**src/rtl/mhdr_ram.sv**
```systemverilog
// Generic synchronous RAM: one write port, two read ports, registered read data.
// No dependencies.
`timescale 1ns / 1ps
`default_nettype none

module mhdr_ram #(
  parameter int unsigned WIDTH = 32,
  parameter int unsigned DEPTH = 128
) (
  input  wire logic                     clk_i,
  input  wire logic                     wr_en_i,
  input  wire logic [$clog2(DEPTH)-1:0] wr_addr_i,
  input  wire logic [WIDTH-1:0]         wr_data_i,
  input  wire logic [$clog2(DEPTH)-1:0] rd_addr_a_i,
  input  wire logic [$clog2(DEPTH)-1:0] rd_addr_b_i,
  output logic      [WIDTH-1:0]         rd_data_a_o,
  output logic      [WIDTH-1:0]         rd_data_b_o
);

  logic [WIDTH-1:0] mem [DEPTH];

  always_ff @(posedge clk_i) begin
    if (wr_en_i) begin
      mem[wr_addr_i] <= wr_data_i;
    end
    rd_data_a_o <= mem[rd_addr_a_i];
    rd_data_b_o <= mem[rd_addr_b_i];
  end

endmodule

`default_nettype wire

```
**config.mk**
```make
export PLATFORM = sky130hd
export DESIGN_NAME = mhdr_ram
export DESIGN_NICKNAME = d
export VERILOG_FILES = /design/src/rtl/mhdr_ram.sv
export SDC_FILE = /design/constraint.sdc
export NUM_CORES = 2
export LEC_CHECK = 0
export BUFFER_PORTS_ARGS = -buffer_cell sky130_fd_sc_hd__buf_2
export CAP_MARGIN = 40
export CORE_MARGIN = 5
export CORE_UTILIZATION = 45
export CTS_CLUSTER_DIAMETER = 200
export DETAILED_ROUTE_END_ITERATION = 10
export SYNTH_ARGS = -nofsm -noshare
export SYNTH_HDL_FRONTEND = slang
export SYNTH_SLANG_ARGS = --single-unit
export TNS_END_PERCENT = 1
```
**constraint.sdc**
```tcl
create_clock -name clk_i -period 3.96 [get_ports clk_i]
set_input_delay 0.99 -clock clk_i [delete_from_list [all_inputs] [get_ports clk_i]]
set_output_delay 0.99 -clock clk_i [all_outputs]
set_load 0.005 [all_outputs]
```
=== Word-level counts from Yosys, hierarchy flattened ===
Memories as Yosys holds them, arrays and structs flattened. A register that Yosys moved wholly into a read port is not among the register bits.
Index checks and enable logic that the tools add are counted.

* Bits in writable memories: 4096
* Bits of input ports: 55
* Memories: 1
* Flip-flop bits (word level): 0

{| class="wikitable"
|+ Memories
! memory !! depth !! width !! rd ports !! clocked after memory_dff !! write ports !! line !! RTL
|-
| mem || 128 || 32 || 2 || 2 || 1 || 20 || <nowiki>logic [WIDTH-1:0] mem [DEPTH];</nowiki>
|}

* Multiplexer cells: 2

{| class="wikitable"
|+ Operator list
! operator !! count
|-
| $mux W1 || 2
|}

=== Logic depth before layout (Yosys ltp) ===
* Depth in word-level cells: 2
* Depth in mapped cells: 8

=== Worst setup path before layout ===
OpenSTA, ideal clock, no wires.

* Path type: in2reg
* From: input wr_en_i
* To: memory mem[98][0] (enable)
* Slack: -0.269 ns
* Library setup time: 0.461 ns
* Stages: 3
* Arrival time: 3.768 ns
* Path through: clkbuf_1 > nand4_1 > nor3_1

* Cells in the longest elaborated chain, start to end: 2

{| class="wikitable"
|+ Ends and longest elaborated chain
! element !! line !! RTL
|-
| start, declared || 11 || <nowiki>input wire logic wr_en_i,</nowiki>
|-
| $mux W1 || 23 || <nowiki>if (wr_en_i) begin</nowiki>
|-
| $mux W1 (not written as such) || 24 || <nowiki>mem[wr_addr_i] <= wr_data_i;</nowiki>
|-
| end, declared || 20 ||
|}

Every way passes these cells.

=== Worst setup path in the final report ===
* From: register rd_data_a_o[2] (read register of mem)
* To: output rd_data_a_o[2]

{| class="wikitable"
|+ RTL lines
! element !! line !! RTL
|-
| start, declared || 16 || <nowiki>output logic [WIDTH-1:0] rd_data_a_o,</nowiki>
|}

No word-level cell between the ends.

==> parameters.txt <==
Parameter                              Value

Run status
  Result of the run    complete, but fails checks
  Failing checks    antenna violations

Floorplan
  Die Width    658 um
  Floorplan die height    658 um
  Standard-cell rows    237
  Top Ports    119
  Total Die Area    433000 um2
  Core area    ~420000 um2
  Initial standard-cell utilization of the core    45.2%

Worst setup path
  Critical path data arrival time    2.24 ns
  Maximum fanout along the worst path    15
  Worst setup slack for register-to-register paths    1.36 ns
  CP peak stage delay    0.98 ns
  CP startpoint kind    register
  Path type of the worst setup path    reg2out
  Nature of the critical path endpoint    output port
  Reg2Reg Launch Point    mem[37][6]
  WP data required    just under 3 ns
  Cells traversed along the worst timing path    buf_2
  Sum of buffers and inverters on the critical path    1
  Max stage delay cell, worst path    dfxtp_1
  Crit-path leading delay family    flip-flops
  Crit path launch    rd_data_a_o[2]

Timing
  Final period util    81.5%
  Setup repair after global routing missed its margin    false
  Maximum clock frequency    about 310 MHz
  Slew headroom    32.8%
  Worst clock skew on the final layout    slightly below 0.05 ns
  Post-layout min period    roughly 3.2 ns
  Number of hold violations in the final report    0
  Worst Hold Slack    0.325 ns
  Setup-violating endpoint count in the final report    0
  Slew Viols, Final    0
  Worst Max-Slew Pin Slew    between 1 and 1.5 ns

Route
  Detailed Route WL    606000 um
  Antenna-violating nets left    1
  Vias per Instance    approximately 6.9
  Starting DRT DRC Count    14075
  Mean routed wirelength per cell    approximately 42 um
  Number of DRC violations after detailed routing    0
  Via total after detailed routing    98943
  Count of TritonRoute iterations in the first routing pass    5

Yosys
  Yosys reg bits    4160
  Proportion of synthesized area in mux cells    32.5%
  Netlist cell types    17
  Combinational family with the most area after synthesis    multiplexers
  Post-synthesis share of cell area spent on xor and xnor gates    0%
  Share of async-settable or async-resettable flops after synthesis    0%
  Arithmetic-cell share of the synthesized area counting full adders, half adders and majority gates    0%
  Portion of the post-synthesis area used by sequential elements    around two thirds
  Synth Area in Compound Gates    0%
  Simple-gate share of the synthesized area    less than 1%
  Gate Count Post-Synth    7701
  Prevailing post-synth register cell    edfxtp_1
  Syn_area_per_cell    24.5 um2
  Main area contributors after synthesis    edfxtp_1, mux4_2, clkbuf_1, dfxtp_1, mux2_2
  Fraction of post-synthesis cell area in the top cell type by area    between 60% and 70%
  Number of synthesis warnings    0
  Netlist Area Pre-Place    189000 um2
  Number of synthesized flops with an enable pin    4096
  Most area-hungry cell type in the Yosys netlist    edfxtp_1
  Post-synth net total    7756

Cells and area
  Design area    219000 um2
  Final cell count without fillers    14342
  Util after Layout    52.4%
  Number of nets at the end of the flow    8450
  Fraction of layout instances using a drive strength above 1    50.0%
  Layout-stage area growth over the synthesis result    15.8%

Global route
  First-pass GRT wire length    between 800000 and 900000 um
  Overall overflow remaining after global route    0
  Overall fraction of global-route tracks in use    27.8%
  Number of global-route vias before repair    101139
  Antenna violations before repair    77
  Pin count of the biggest net entering global routing    129

Power and ir drop
  Static Leak    67.2 nW
  Total design power    97.9 mW
  Worst voltage drop across the vdd grid    0.347 mV
  PD cells    around 450 nW/um2

CTS
  # H-tree levels    5
  Clock Pin Slew Worst Setup and Hold Paths    roughly 0.060 ns
  Number of buffers on the longest clock path    4
  Worst skew pair latency    1.01 ns
  Clock tree root driver cell    clkbuf_16
  Post-CTS Setup Repair Bufs    0
  TritonCTS clock tree    built
  Number of CTS-inserted buffers    about 430
  Num Clock Sinks    4160
  Post-CTS resize count    0
  Hold-fix buffer count after cts    0

Place
  Post-detailed-placement cell area    204000 um2
  Placed instance count    13456
  Weighted congestion at the end of routability-driven global placement    0.841
  Number of I/O port buffers    118
  Placed wire-length estimate after detailed placement    374000 um

Run
  Number of max-cap violations    0

Hold path
  Worst hold-check path type    in2reg
  Hold Crit Start    wr_data_i[7]
[worst reg2reg max path: stages, from the launching register on]
cell and delay [ns]:
edfxtp_1 0.41, mux4_2 0.48, mux4_2 0.60, mux4_2 0.67, mux2_2 0.33
[synth_stat cells (7+ instances only)]
library cell / instances
edfxtp_1: 4096
mux4_2: 2688
clkbuf_1: 365
buf_1: 132
nor2_1: 122
buf_2: 103
dfxtp_1: 64
mux2_2: 64
buf_4: 17
nand2_1: 14
nand3_1: 12
nor3_1: 9
nor2b_1: 7
[final cells by class]
| class | count | area (um2) |
|---|---|---|
| Tap cell | 5497 | 6880 |
| Sequential cell | 4160 | 124000 |
| Timing Repair Buffer | 879 | 10400 |
| Multi-Input combinational cell | 2922 | 62900 |
| Clock buffer | 535 | 11500 |
| Fill cell | 31247 | 199000 |
| Clock inverter | 254 | 2350 |
| Antenna cell | 95 | 238 |
[logic make-up after synthesis]
logic type    after synthesis
flops                    4160
mux                      2752
buf+inv                   619
simple gates              170
[state kept, by name, indices dropped and copies added, names as in the netlist]
signal,count
mem,4096
rd_data_a_o,32
rd_data_b_o,32
[power by group]
part | internal, mW | switching, mW | total [mW]
clock network | 23.1 | 17.2 | 40.3
registers | 48.6 | 0.411 | 49.0
logic | 3.95 | 4.59 | 8.53
total | 75.6 | 22.2 | 97.9
[routing by layer]
| layer | wire (um) | up-vias | track usage, % | share of wire [%] |
|---|---|---|---|---|
| met5 | 122 | - | 0 | 0.020 |
| met4 | 27200 | 20 | 10.8 | 4.5 |
| met3 | 62500 | 1087 | 6.18 | 10 |
| met2 | 291000 | 5975 | 44.0 | 48 |
| met1 | 225000 | 54976 | 38.2 | 37 |
| li1 | - | 36885 | - | - |
[per-stage QoR]
step | setup TNS, ns | setup slack (ns)
finish | 0 | 0.731
global route | 0 | 0.750
CTS | 0 | 0.740
detailed placement | -2.63 | -0.168
global placement | -2.81 | -0.171
floorplan | -65.28 | -0.269
[final timing paths]
kind / end / cells after the start
worst max-delay path: rd_data_a_o[2] / 1
worst min-delay path: mem[45][7] / 1
worst max register to register: rd_data_b_o[6] / 4
worst min register to register: rd_data_a_o[9] / 4
[cells in the final DEF (no fill, tap or decap), drive strengths merged, types with 40 or more instances in the layout]
master  synthesis  routed
edfxtp       4096    4096
mux4         2688    2688
buf           254     879
clkbuf        365     535
clkinv          0     189
nor2          122     122
diode           0      95
mux2           64      64
dfxtp          64      64
bufinv          0      40
No activity file was read; power rests on OpenSTA's default activity.
