<file path="config.mk">
export PLATFORM = sky130hd
export DESIGN_NAME = mhdr_ctrl
export DESIGN_NICKNAME = d
export VERILOG_FILES = /design/src/rtl/mhdr_pkg.sv /design/src/rtl/mhdr_ctrl.sv
export SDC_FILE = /design/constraint.sdc
export NUM_CORES = 1
export LEC_CHECK = 0
export BUFFER_PORTS_ARGS = -buffer_cell sky130_fd_sc_hd__buf_4
export CORE_UTILIZATION = 35
export DETAILED_ROUTE_END_ITERATION = 10
export SYNTH_ARGS = -nofsm -noshare
export SYNTH_HDL_FRONTEND = slang
export SYNTH_SLANG_ARGS = --single-unit
</file>
<file path="constraint.sdc">
create_clock -name clk_i -period 7.5 [get_ports clk_i]
set_input_delay 0.75 -clock clk_i [delete_from_list [all_inputs] [get_ports clk_i]]
set_output_delay 0.75 -clock clk_i [all_outputs]
set_load 0.05 [all_outputs]
</file>
<file path="src/rtl/mhdr_pkg.sv">
// Shared types and constants for the max-heap delete-root block.
// No dependencies; imported by mhdr_ctrl and max_heap_delete_root.
`timescale 1ns / 1ps
`default_nettype none

package mhdr_pkg;

  localparam int unsigned CAPACITY_DEF = 128;
  localparam int unsigned DATA_W       = 32;
  localparam int unsigned COUNT_OUT_W  = 8;

  typedef enum logic {
    CMD_LOAD   = 1'b0,
    CMD_DELETE = 1'b1
  } cmd_e;

  typedef enum logic [1:0] {
    ST_OK    = 2'd0,
    ST_EMPTY = 2'd1,
    ST_FULL  = 2'd2
  } status_e;

  typedef struct packed {
    logic signed [DATA_W-1:0] removed;
    logic [COUNT_OUT_W-1:0]   count;
    status_e                  status;
  } result_t;

endpackage

`default_nettype wire

</file>
<file path="src/rtl/mhdr_ctrl.sv">
// Heap controller: entry count, command decode and the sift-down sequencer.
// Depends on mhdr_pkg; drives the ports of one mhdr_ram instance.
`timescale 1ns / 1ps
`default_nettype none

module mhdr_ctrl import mhdr_pkg::*; #(
  parameter int unsigned CAPACITY = CAPACITY_DEF
) (
  input  wire logic                        clk_i,
  input  wire logic                        rst_ni,
  input  wire logic                        in_valid_i,
  output logic                             in_stall_o,
  input  wire logic                        command_i,
  input  wire logic signed [DATA_W-1:0]    value_i,
  output logic                             res_valid_o,
  input  wire logic                        res_ready_i,
  output result_t                          res_o,
  output logic                             wr_en_o,
  output logic [$clog2(CAPACITY)-1:0]      wr_addr_o,
  output logic [DATA_W-1:0]                wr_data_o,
  output logic [$clog2(CAPACITY)-1:0]      rd_addr_a_o,
  output logic [$clog2(CAPACITY)-1:0]      rd_addr_b_o,
  input  wire logic [DATA_W-1:0]           rd_data_a_i,
  input  wire logic [DATA_W-1:0]           rd_data_b_i
);

  localparam int unsigned AW = $clog2(CAPACITY);
  localparam int unsigned CW = $clog2(CAPACITY + 1);

  typedef enum logic [4:0] {
    S_IDLE     = 5'b00001,
    S_RD_ROOT  = 5'b00010,
    S_SIFT_RD  = 5'b00100,
    S_SIFT_CMP = 5'b01000,
    S_FINISH   = 5'b10000
  } state_e;

  state_e            state_q, state_d;
  logic [CW-1:0]     cnt_q, cnt_d;
  logic [CW-1:0]     cur_q, cur_d;
  logic [DATA_W-1:0] x_q, x_d;
  logic [DATA_W-1:0] removed_q, removed_d;
  status_e           status_q, status_d;

  // heap positions are 1-based, stored at address position - 1
  logic [CW:0]       left_pos, right_pos, cnt_ext, big_pos;
  logic              take_right;
  logic [DATA_W-1:0] big_val;

  assign left_pos   = {cur_q, 1'b0};
  assign right_pos  = left_pos + 1'b1;
  assign cnt_ext    = {1'b0, cnt_q};
  assign take_right = (right_pos <= cnt_ext) &&
                      !($signed(rd_data_a_i) > $signed(rd_data_b_i));
  assign big_val    = take_right ? rd_data_b_i : rd_data_a_i;
  assign big_pos    = take_right ? right_pos : left_pos;

  always_comb begin
    state_d     = state_q;
    cnt_d       = cnt_q;
    cur_d       = cur_q;
    x_d         = x_q;
    removed_d   = removed_q;
    status_d    = status_q;
    rd_addr_a_o = AW'(left_pos - 1'b1);
    rd_addr_b_o = AW'(left_pos);
    wr_en_o     = 1'b0;
    wr_addr_o   = AW'(cur_q - 1'b1);
    wr_data_o   = x_q;
    unique case (state_q)
      S_IDLE: begin
        // root and last entry, read ahead for a delete
        rd_addr_a_o = '0;
        rd_addr_b_o = AW'(cnt_q - 1'b1);
        if (in_valid_i) begin
          removed_d = '0;
          status_d  = ST_OK;
          state_d   = S_FINISH;
          if (command_i == CMD_LOAD) begin
            if (cnt_q == CW'(CAPACITY)) begin
              status_d = ST_FULL;
            end else begin
              wr_en_o   = 1'b1;
              wr_addr_o = AW'(cnt_q);
              wr_data_o = value_i;
              cnt_d     = cnt_q + 1'b1;
            end
          end else if (cnt_q == '0) begin
            status_d = ST_EMPTY;
          end else begin
            cnt_d   = cnt_q - 1'b1;
            state_d = S_RD_ROOT;
          end
        end
      end
      S_RD_ROOT: begin
        removed_d = rd_data_a_i;
        x_d       = rd_data_b_i;
        cur_d     = CW'(1);
        state_d   = S_SIFT_RD;
      end
      S_SIFT_RD: begin
        // no children left: the moving entry settles here
        if (left_pos > cnt_ext) begin
          wr_en_o = 1'b1;
          state_d = S_FINISH;
        end else begin
          state_d = S_SIFT_CMP;
        end
      end
      S_SIFT_CMP: begin
        wr_en_o = 1'b1;
        if ($signed(big_val) > $signed(x_q)) begin
          wr_data_o = big_val;
          cur_d     = CW'(big_pos);
          state_d   = S_SIFT_RD;
        end else begin
          state_d = S_FINISH;
        end
      end
      S_FINISH: begin
        if (res_ready_i) begin
          state_d = S_IDLE;
        end
      end
      default: begin
        state_d = S_IDLE;
      end
    endcase
  end

  always_ff @(posedge clk_i or negedge rst_ni) begin
    if (!rst_ni) begin
      state_q <= S_IDLE;
      cnt_q   <= '0;
    end else begin
      state_q <= state_d;
      cnt_q   <= cnt_d;
    end
  end

  always_ff @(posedge clk_i) begin
    cur_q     <= cur_d;
    x_q       <= x_d;
    removed_q <= removed_d;
    status_q  <= status_d;
  end

  assign in_stall_o     = (state_q != S_IDLE);
  assign res_valid_o    = (state_q == S_FINISH);
  assign res_o.removed  = removed_q;
  assign res_o.count    = COUNT_OUT_W'(cnt_q);
  assign res_o.status   = status_q;

endmodule

`default_nettype wire

</file>
## Word-level counts from Yosys, hierarchy flattened

Index checks and enable logic that the tools add are counted.

| word-level totals | value |
|---|---|
| register bits after elaboration | 87 |
| bits of input ports | 101 |
| word-level logic and storage cells | 72 |

| cells by class | value |
|---|---|
| $add $sub $neg | 5 |
| $lt $le $gt $ge | 4 |
| equal/unequal tests | 12 |
| muxes and demuxes | 35 |
| reduce and logical (&&, ||, !) cells | 10 |

Operators with widths:

| kind | number |
|---|---|
| 32-bit two-way mux | 6 |
| 32-bit one-hot mux with 2 select lines | 2 |
| 32-bit > comparator | 2 |
| 7-bit two-way mux | 6 |
| 8-bit two-way mux | 5 |
| 5-bit two-way mux | 6 |
| 5-bit one-hot mux with 5 select lines | 1 |
| 8-bit one-hot mux with 2 select lines | 1 |
| 7-bit by 1-bit subtractor with 7-bit output, second input constant | 2 |
| 9-bit by 1-bit adder with 9-bit output, second input constant | 1 |
| 9-bit by 8-bit > comparator with 1-bit output | 1 |
| 9-bit by 8-bit <= comparator with 1-bit output | 1 |
| 8-bit by 1-bit adder with 8-bit output, second input constant | 1 |
| 8-bit == test, second input constant | 1 |
| 8-bit zero test | 1 |
| 2-bit != test, second input constant | 4 |
| 2-bit AND reduction | 4 |
| 8-bit by 1-bit subtractor with 8-bit output, second input constant | 1 |
| 5-bit by 1-bit == test with 1-bit output, second input constant | 1 |
| 5-bit by 2-bit == test with 1-bit output, second input constant | 1 |
| 5-bit by 3-bit == test with 1-bit output, second input constant | 1 |
| 5-bit by 4-bit == test with 1-bit output, second input constant | 1 |
| 5-bit == test, second input constant | 1 |
| 1-bit two-way mux | 5 |
| 8 further kinds | 10 |

## Logic depth before layout (Yosys ltp)

| logic depth | value |
|---|---|
| depth in word-level cells | 7 |
| depth in mapped cells | 19 |
| depth with buffers taken out | 16 |

## Worst setup path before layout

Ideal clock, no wire load.

| timing | value |
|---|---|
| kind | input -> output |
| from | input port rd_data_b_i[31] |
| to | output port wr_data_o[0] |
| data arrival time | 5.554 ns |
| required time | 6.750 ns |
| path slack | 1.196 ns |
| stages | 16 |
| buffers on the path | 2 |
| cells stage by stage | inv_1 ha_1 nand4_2 nor4_4 nand2_2 o311a_1 a311oi_4 buf_6 mux2_2 ha_1 nand4_1 or4_4 o2111a_1 nor4b_4 buf_6 mux2i_1 |

| on the way | value |
|---|---|
| word-level cells in the longest chain between the ends | 7 |

Ends and longest elaborated chain:

| item | RTL line | source |
|---|---|---|
| start: declaration | mhdr_ctrl.sv:24 | `input wire logic [DATA_W-1:0] rd_data_b_i` |
| 32-bit > comparator | mhdr_ctrl.sv:54 | `!($signed(rd_data_a_i) > $signed(rd_data_b_i));` |
| 1-bit zero test | mhdr_ctrl.sv:54 |  |
| 1-bit logical AND | mhdr_ctrl.sv:53 | `assign take_right = (right_pos <= cnt_ext) &&` |
| 32-bit two-way mux * | mhdr_ctrl.sv:55 | `assign big_val = take_right ? rd_data_b_i : rd_data_a_i;` |
| 32-bit > comparator | mhdr_ctrl.sv:113 | `if ($signed(big_val) > $signed(x_q)) begin` |
| 32-bit two-way mux * | mhdr_ctrl.sv:113 |  |
| 32-bit one-hot mux with 2 select lines * | mhdr_ctrl.sv:70 | `unique case (state_q)` |
| end: declaration | mhdr_ctrl.sv:20 | `output logic [DATA_W-1:0] wr_data_o,` |

Every way passes the cells marked *; elsewhere a longest branch is shown, timed or not.

## Worst setup path after layout

| timing | value |
|---|---|
| from | input port rd_data_a_i[11] |
| to | output port wr_data_o[23] |

| on the way | value |
|---|---|
| word-level cells in the longest chain between the ends | 7 |

Ends and longest elaborated chain:

| item | RTL line | source |
|---|---|---|
| start: declaration | mhdr_ctrl.sv:23 | `input wire logic [DATA_W-1:0] rd_data_a_i,` |
| 32-bit > comparator | mhdr_ctrl.sv:54 |  |
| 1-bit zero test | mhdr_ctrl.sv:54 |  |
| 1-bit logical AND | mhdr_ctrl.sv:53 |  |
| 32-bit two-way mux * | mhdr_ctrl.sv:55 |  |
| 32-bit > comparator | mhdr_ctrl.sv:113 |  |
| 32-bit two-way mux * | mhdr_ctrl.sv:113 |  |
| 32-bit one-hot mux with 2 select lines * | mhdr_ctrl.sv:70 |  |

Marked as above.

==> flow_summary.ini <==
[yosys]
syn_inst = 644
ys_seq_elements = 87
synth_most_common_cell = mux2_2
syn-num-nets = 821
synth_area_um2 = 6750
ys_top_cells_by_count = mux2_2 (85), inv_1 (80), ha_1 (76)
yosysSeqAreaShare_pct = 37.8
postSynthAreaPerCell_um2 = 10.5
yosysWarnings = 0
async_flop_share_pct = 14.9
synth_flop_cell = edfxtp_1
yosys-top-cells-area = edfxtp_1 (33%), mux2_2 (14%), ha_1 (14%), dfrtp_1 (4.5%), inv_1 (4.5%)
synth_top_area_cell = edfxtp_1
synthDistinctLibCells = 59
synth.top_cell.area_share_pct = 32.9
synth_edf_count = 74

[clock_tree]
cts_sinks = 87
cts_made_buffers = 9
htreeDepth = 3
cts_buffer_depth = 2
clockRootBuffer = clkbuf_16
clk-insertion-delay-late_ns = 0.35
ctsResizeCount = 0
path_clk_slew_ns = 0.07
postCtsSetupBuffers = 0
cts_hold_repair.buffers = 0
cts_tree = done

[routing]
dr.pass1.iters = 4
first_iter_violations = 168
vias = 5381
drc_errors = 0
ant_nets = 0
finalWirelength_um = 18500
routedWlPerCell_um = 16.8
vias_per_cell = 4.88

[setup_path]
critPathMaxFanout = 22
cp-endpoint = wr_data_o[23]
path_cells = buf_4 > ha_1 > nand4_1 > nor4_1 > nand2_2 > o311a_1 > a311oi_4 > buf_4 > mux2_1 > ha_1 > a21oi_1 > o21bai_1 > a211o_1 > a311oi_1 > a211oi_1 > nor4b_4 > buf_4 > mux2_2 > buf_4
r2r-end = cur_q[6]
timing_worst_setup_path_type = primary input to primary output
cp.arrival_ns = 5.75
r2r_cells = 15
slowest_delay_ns = 0.43
start_kind = primary input
cp.required_ns = 6.75
end_kind = primary output
slowest_stage = nor4_1
reg2reg_from = cnt_q[6]
cp_common_cell = buf_4
startpoint = rd_data_a_i[11]
r2r_slack_ns = 2.32

[floorplan]
start_util_pct = 35.8
fp.coreArea_um2 = 18800
fp-row-count = 50
die_h_um = 141
die_w_um = 141
pin_count = 199
die_area_um2 = 19800

[power]
p_leak_nw = 3.92
p_total_mw = 2.73
ir_drop_mv = 0.117
power.density_nw_per_um2 = 312

[sta]
max_freq_mhz = 154
setup_slack_ns = 1.00
skew_ns = 0.00984
fin_crit_sh_pct = 86.6
worstMarginPinSlew_ns = 0.988
finalHoldViolCount = 0
finalCriticalPeriod_ns = 6.50
slew_viol_final = 0
tns_ns = 0
hold_ws_ns = 0.246
slew_headroom_pct = 34.2
final-setup-viol-count = 0
rsz0062_at_grt = no

[place]
dp_slack_ns = 0.984
io_buffers = 198
dp_cells = 1087
place_congestion = 0.805
dp_hpwl_um = 14500
place_area_um2 = 8460

[finish]
stdcell_area_um2 = 8730
final_cells = 1103
areaGrowthSynthToFinish_pct = 29.4
post-route-util_pct = 46.4
nets = 1015
n_antenna_cell = 0
final_layout_size_suffix_gt1_share_pct = 37.6

[global_route]
antenna_found_initial = 0
grt.overflow.total = 0
grt_usage_pct = 19.0
grt_max_degree = 67
grt_pass1_vias = 5399
grt_pass1_wl_um = 29100

[status]
status = finished, final reports clean

[run]
maxCapViolations = 0

[min_path]
hold_path_class = primary input to async pin
layout by cell type, fill, tap and decap left out, types with 20 or more instances in the layout:
cell type	instances
and2_1	38
nand2_1	33
buf_4	204
edfxtp_1	74
nor2_1	27
mux2_2	85
inv_1	80
a21oi_1	45
o21ai_0	20
ha_1	76
area by class of cell:
cell class / instances / area (um2)
Fill cell: 1844 / 10100
Multi-Input combinational cell: 456 / 3760
Sequential cell: 87 / 2550
Timing Repair Buffer: 204 / 1530
Tap cell: 260 / 325
Inverter: 80 / 300
Clock buffer: 10 / 229
Clock inverter: 6 / 37.5
state kept, by name, indices dropped and copies added (netlist names):
register and flops:
cnt_q 8, removed_q 32, cur_q 8, x_q 32, status_q 2, state_q 5
where the power goes:
group	leakage [nW]	switching, mW	total [mW]	internal [mW]
Sequential	0.844	0.0927	0.746	0.653
Clock	0.124	0.201	0.424	0.223
Combinational	2.95	1.05	1.56	0.506
Total	3.92	1.34	2.73	1.38
metal layers:
layer	wire, um	global-route usage [%]	share of wire (%)
met3	991	3.60	5.3
met2	8840	31.9	48
met5	0	0	0
met4	189	4.86	1.0
met1	8510	25.1	46
cell families (layout without fill, tap and decap cells):
| group | count (synthesis) | after routing | synth area share [%] |
|---|---|---|---|
| flops | 87 | 87 | 37.8 |
| mux | 96 | 96 | 16.0 |
| simple gates | 167 | 167 | 13.9 |
| xor+xnor | 18 | 18 | 2.34 |
| fa+ha+maj | 76 | 76 | 14.1 |
| buf+inv | 101 | 300 | 6.79 |
| compound gates | 99 | 99 | 9.10 |
worst min path at each step:
stage	from	to	slack [ns]
after floorplan	rst_ni	cnt_q[0]	0.45
after global placement	state_q[2]	state_q[3]	0.61
after detailed placement	rst_ni	state_q[1]	0.61
after CTS	rst_ni	state_q[1]	0.24
after global routing	rst_ni	state_q[1]	0.24
final	rst_ni	state_q[1]	0.25
worst max-delay path: cells and delay by family:
| family | cells | cell delay, ns |
|---|---|---|
| adder cells (fa/ha/maj) | 2 | 0.63 |
| AND/OR/NAND/NOR | 4 | 1.08 |
| buffers and inverters | 4 | 1.04 |
| AO/OA/AOI/OAI | 7 | 1.42 |
| multiplexers | 2 | 0.81 |
(Power assumes the default switching activity.)
